$ cat config.mk
export PLATFORM = sky130hd
export DESIGN_NAME = dlvf_ctrl
export DESIGN_NICKNAME = d
export VERILOG_FILES = /design/src/rtl/dlvf_pkg.sv /design/src/rtl/dlvf_ctrl.sv
export SDC_FILE = /design/constraint.sdc
export NUM_CORES = 1
export LEC_CHECK = 0
export ABC_AREA = 0
export CAP_MARGIN = 20
export CORE_MARGIN = 2
export CORE_UTILIZATION = 35
export DETAILED_ROUTE_END_ITERATION = 10
export DONT_BUFFER_PORTS = 1
export PLACE_DENSITY = 0.57
export SKIP_CTS_REPAIR_TIMING = 1
export SYNTH_ARGS = -nofsm -noshare
export SYNTH_HDL_FRONTEND = slang
export SYNTH_SLANG_ARGS = --single-unit
$ cat constraint.sdc
create_clock -name aclk -period 5.5 [get_ports aclk]
set_input_delay 0.825 -clock aclk [delete_from_list [all_inputs] [get_ports aclk]]
set_output_delay 0.825 -clock aclk [all_outputs]
set_load 0.005 [all_outputs]
$ cat src/rtl/dlvf_pkg.sv
`timescale 1ns / 1ps

package dlvf_pkg;

    localparam int unsigned MAX_WIDTH_DEF  = 2048;
    localparam int unsigned DEPTH_BITS_DEF = 16;

    localparam int unsigned RWIDTH_W    = 12;
    localparam int unsigned RCOUNT_W    = 13;
    localparam int unsigned GAIN_W      = 24;
    localparam int unsigned DEPTH_W     = 16;
    localparam int unsigned VAR_W       = 42;
    localparam int unsigned OUT_TDATA_W = 48;
    localparam int unsigned ROW_W       = 14;
    localparam int unsigned MUL_W       = 32;
    localparam int unsigned PROD_W      = 64;
    localparam int unsigned NOISE_SHIFT = 28;
    localparam int unsigned PADDR_W     = 4;
    localparam int unsigned PDATA_W     = 32;
    localparam int unsigned NTAPS       = 9;

    localparam logic [RWIDTH_W-1:0] ROW_WIDTH_RST  = 12'd640;
    localparam logic [RCOUNT_W-1:0] ROW_COUNT_RST  = 13'd480;
    localparam logic [GAIN_W-1:0]   NOISE_GAIN_RST = 24'd122406;

    localparam logic [1:0] REG_ROW_WIDTH  = 2'd0;
    localparam logic [1:0] REG_ROW_COUNT  = 2'd1;
    localparam logic [1:0] REG_NOISE_GAIN = 2'd2;

    // Binomial weights 1 2 1 / 2 4 2 / 1 2 1 as left shifts.
    localparam logic [1:0] KERN_SHIFT [NTAPS] = '{
        2'd0, 2'd1, 2'd0,
        2'd1, 2'd2, 2'd1,
        2'd0, 2'd1, 2'd0
    };

    typedef struct packed {
        logic take;
        logic virt;
        logic shift;
        logic load;
        logic adv;
        logic park;
        logic var_start;
        logic out_load;
        logic out_fe;
        logic out_last;
    } dlvf_cmd_t;

    typedef struct packed {
        logic need_a;
        logic need_b;
        logic stop;
        logic drain_ok;
        logic fe_a;
        logic var_done;
        logic var_busy;
        logic out_free;
    } dlvf_stat_t;

endpackage

$ cat src/rtl/dlvf_ctrl.sv
`timescale 1ns / 1ps

module dlvf_ctrl (
    input  logic                 aclk,
    input  logic                 aresetn,
    input  logic                 s_tvalid,
    output logic                 s_tready,
    input  logic                 in_mode,
    input  dlvf_pkg::dlvf_stat_t stat_i,
    output dlvf_pkg::dlvf_cmd_t  cmd_o
);

    import dlvf_pkg::*;

    typedef enum logic [10:0] {
        ST_IDLE   = 11'b000_0000_0001,
        ST_CHECK  = 11'b000_0000_0010,
        ST_A_GO   = 11'b000_0000_0100,
        ST_A_WAIT = 11'b000_0000_1000,
        ST_A_OUT  = 11'b000_0001_0000,
        ST_RD     = 11'b000_0010_0000,
        ST_LD     = 11'b000_0100_0000,
        ST_B_GO   = 11'b000_1000_0000,
        ST_B_WAIT = 11'b001_0000_0000,
        ST_B_OUT  = 11'b010_0000_0000,
        ST_ADV    = 11'b100_0000_0000
    } state_t;

    state_t     state_reg, state_next;
    logic       mode_reg, mode_next;
    logic [1:0] cnt_reg, cnt_next;

    always_comb begin
        state_next = state_reg;
        mode_next  = mode_reg;
        cnt_next   = cnt_reg;
        s_tready   = 1'b0;
        cmd_o      = '0;
        cmd_o.virt = mode_reg;
        unique case (state_reg)
            ST_IDLE: begin
                s_tready   = 1'b1;
                cmd_o.virt = in_mode;
                if (s_tvalid) begin
                    cmd_o.take = 1'b1;
                    mode_next  = in_mode;
                    cnt_next   = '0;
                    // A drain beat outside the drain rows is dropped.
                    if (!in_mode || stat_i.drain_ok) begin
                        state_next = ST_CHECK;
                    end
                end
            end
            ST_CHECK: begin
                if (stat_i.need_a) begin
                    cmd_o.shift = 1'b1;
                    state_next  = ST_A_GO;
                end else if (stat_i.stop) begin
                    cmd_o.park = 1'b1;
                    state_next = ST_IDLE;
                end else begin
                    state_next = ST_RD;
                end
            end
            ST_A_GO: begin
                cmd_o.var_start = 1'b1;
                state_next      = ST_A_WAIT;
            end
            ST_A_WAIT: begin
                if (stat_i.var_done) begin
                    state_next = ST_A_OUT;
                end
            end
            ST_A_OUT: begin
                if (stat_i.out_free) begin
                    cmd_o.out_load = 1'b1;
                    cmd_o.out_fe   = stat_i.fe_a;
                    cmd_o.out_last = !mode_reg || (cnt_reg == 2'd1) || stat_i.fe_a;
                    cnt_next       = cnt_reg + 2'd1;
                    if (stat_i.stop) begin
                        cmd_o.park = 1'b1;
                        state_next = ST_IDLE;
                    end else begin
                        state_next = ST_RD;
                    end
                end
            end
            ST_RD: begin
                state_next = ST_LD;
            end
            ST_LD: begin
                cmd_o.load = 1'b1;
                state_next = stat_i.need_b ? ST_B_GO : ST_ADV;
            end
            ST_B_GO: begin
                cmd_o.var_start = 1'b1;
                state_next      = ST_B_WAIT;
            end
            ST_B_WAIT: begin
                if (stat_i.var_done) begin
                    state_next = ST_B_OUT;
                end
            end
            ST_B_OUT: begin
                if (stat_i.out_free) begin
                    cmd_o.out_load = 1'b1;
                    cmd_o.out_last = !mode_reg || (cnt_reg == 2'd1);
                    cnt_next       = cnt_reg + 2'd1;
                    state_next     = ST_ADV;
                end
            end
            ST_ADV: begin
                cmd_o.adv = 1'b1;
                if (!mode_reg || (cnt_reg == 2'd2)) begin
                    state_next = ST_IDLE;
                end else begin
                    state_next = ST_CHECK;
                end
            end
            default: begin
                state_next = ST_IDLE;
            end
        endcase
    end

    always_ff @(posedge aclk) begin
        if (!aresetn) begin
            state_reg <= ST_IDLE;
            mode_reg  <= 1'b0;
            cnt_reg   <= '0;
        end else begin
            state_reg <= state_next;
            mode_reg  <= mode_next;
            cnt_reg   <= cnt_next;
        end
    end

endmodule

==> qor.yml <==
sta:
  grt_setup_unrepaired: "false"
  drv_slew: 0
  max_clock_freq_mhz: 325
  worst_slew_pin_slew_ns: 0.753
  period_share_pct: 55.9
  setup_viol: 0
  finalCriticalPeriod_ns: 3.07
  tns_ns: 0
  relSlewSlack_pct: 49.3
  skew_ns: 0.00267
  final_hold_viol_count: 0
grt:
  antenna_found_initial: 0
  gr-total-overflow: 0
  grt_pass1_vias: 881
  grt_pass1_wl_mm: 3.99
  grt_usage_pct: 15.4
  grt_max_degree: 12
layout:
  largest_reg_flops: 11
  multi_input_area_sq_um: 664
  stdcell_count: 159
  mostFrequentLayoutCells: "dfxtp_1 (14), nor2_1 (13), nand2_1 (10)"
  fin_nets: 143
  register_area_sq_um: 280
  utilization_pct: 38.4
  syn_to_final_growth_pct: 4.35
  final_layout_size_suffix_gt1_share_pct: 10.9
  final_common_cell: "dfxtp_1"
  insertedDiodeCount: 0
  fill_cells: 282
cts:
  cts_made_buffers: 3
  path_clk_slew_ns: 0.09
  clock-root-buffer: "clkbuf_4"
  clock-sinks: 14
  clk_latency_ns: 0.29
  ctsHtreeMaxLevel: 1
  cts_tree: "built"
  clk_path_buf_depth: 2
logic_synthesis:
  syn-cell-area_sq_mm: 0.00101
  synth_edf_count: 0
  yosys_warnings: 0
  synthCells: 130
  synth_fp_nets: 144
  netlist.area_leader.share_pct: 27.9
  ys_ff_latch: 14
  netlist.top_cell.by_area: "dfxtp_1"
  synth_flop_cell: "dfxtp_1"
  async_reset_ff_share_pct: 0
  syn_area_per_cell_sq_um: 7.74
  ys_top_cells_by_area: "dfxtp_1 (28%), nor2_1 (4.9%), a21oi_1 (4.5%), nand2_1 (3.7%), or3_1 (3.7%)"
  seq_area_frac_synth_pct: 27.9
  ys_types: 45
floorplanning:
  rows: 19
  start_util_pct: 36.8
  ios: 23
  die_w_microns: 57.6
  die_area_sq_mm: 0.00332
  die_y_microns: 57.6
  coreArea_sq_mm: 0.00273
routing:
  vias_per_cell: 5.89
  antenna_left: 0
  vias: 936
  drtPass1Iterations: 4
  wl_per_cell_microns: 15.3
  drc: 0
  drt_iter0_drc: 43
  drt-total-wl_mm: 2.44
pwr:
  power.leakage_nw: 0.384
  powerDensity_mw_per_mm2: 279
  total_power_mw: 0.293
  max-vdd-ir-drop_v: 0.000133
placement:
  place_congestion: 0.893
  dp.cells: 155
  port_buffers: 0
  dp_hpwl_mm: 1.87
critical_path:
  end_kind: "primary output"
  critPathRequiredTime_ns: 4.68
  cp_max_fo: 9
  arrival_ns: 2.25
  critPathKind: "register to primary output"
  critPathLaunchType: "register"
outcome:
  status: "completed"
hold_path:
  min_path_type: "register to register"
job:
  cap_viol_max_count: 0
==> critical path, cell delays in order, from the launching register on <==
cell and delay [ns]:
dfxtp_1 0.40, nor4_1 0.70, nand2b_1 0.19, nor3_1 0.30, and2_1 0.21, o31a_1 0.15
==> power breakdown <==
part	internal (mW)	switching, mW	leakage (nW)
combinational	0.0390	0.0548	0.249
clock	0.0404	0.0379	0.0210
sequential	0.108	0.0124	0.113
==> worst paths after layout <==
path,from,end,slack (ns),cells past startpoint
worst min register to register,cnt_reg[0]$_SDFFE_PN0P_,cnt_reg[0]$_SDFFE_PN0P_,0.49,1
worst max-delay path,state_reg[3]$_SDFFE_PN0P_,cmd_o[0],2.43,5
worst min-delay path,cnt_reg[0]$_SDFFE_PN0P_,cnt_reg[0]$_SDFFE_PN0P_,0.49,1
worst max register to register,state_reg[3]$_SDFFE_PN0P_,state_reg[4]$_SDFFE_PN0P_,3.19,5
==> kinds of logic after synthesis <==
logic type,synth area share [%]
DFF,27.9
xor gates and xnor gates,4.35
buffers and inverters,6.09
AOI/OAI and AO/OA,16.3
adders and majority gates,2.49
and+or+nand+nor,42.9
==> through the flow <==
stage | worst slack (ns) | hold slack (ns) | area (sq um)
floorplan | 2.98 | 0.447 | 1010
finish | 2.43 | 0.491 | 1050
global placement | 2.80 | 0.465 | 1010
CTS | 2.46 | 0.492 | 1050
detailed placement | 2.81 | 0.479 | 1010
global route | 2.29 | 0.515 | 1050
==> per-layer routing <==
layer | share of wire (%) | wire length (microns) | vias to the layer above | global-route usage (%)
met3 | 4.6 | 111 | 7 | 2.23
met5 | 0 | 0 | - | 0
met4 | 3.0 | 72 | 0 | 9.30
met2 | 48 | 1160 | 31 | 24.0
met1 | 45 | 1090 | 427 | 20.2
li1 | - | - | 471 | -
==> cell usage after synthesis (2+ instances only) <==
cell type,n
a21oi_1,9
and2_1,2
and3_1,2
clkbuf_1,4
dfxtp_1,14
ha_1,2
inv_1,8
nand2_1,10
nand2b_1,3
nand3_1,3
nand4_1,2
nor2_1,13
nor3_1,5
nor3b_2,2
nor4_1,4
o21a_1,3
o21ai_0,4
or3_1,6
or4_1,2
or4_4,2
or4b_1,2
or4b_2,2
xnor2_1,3
xor2_1,2
==> area by class of cell <==
type	count	area share (%)
Clock buffer	4	3.46
Inverter	8	2.86
Multi-Input combinational cell	102	63.3
Sequential cell	14	26.7
Tap cell	31	3.69
No activity file was read; power rests on OpenSTA's default activity.
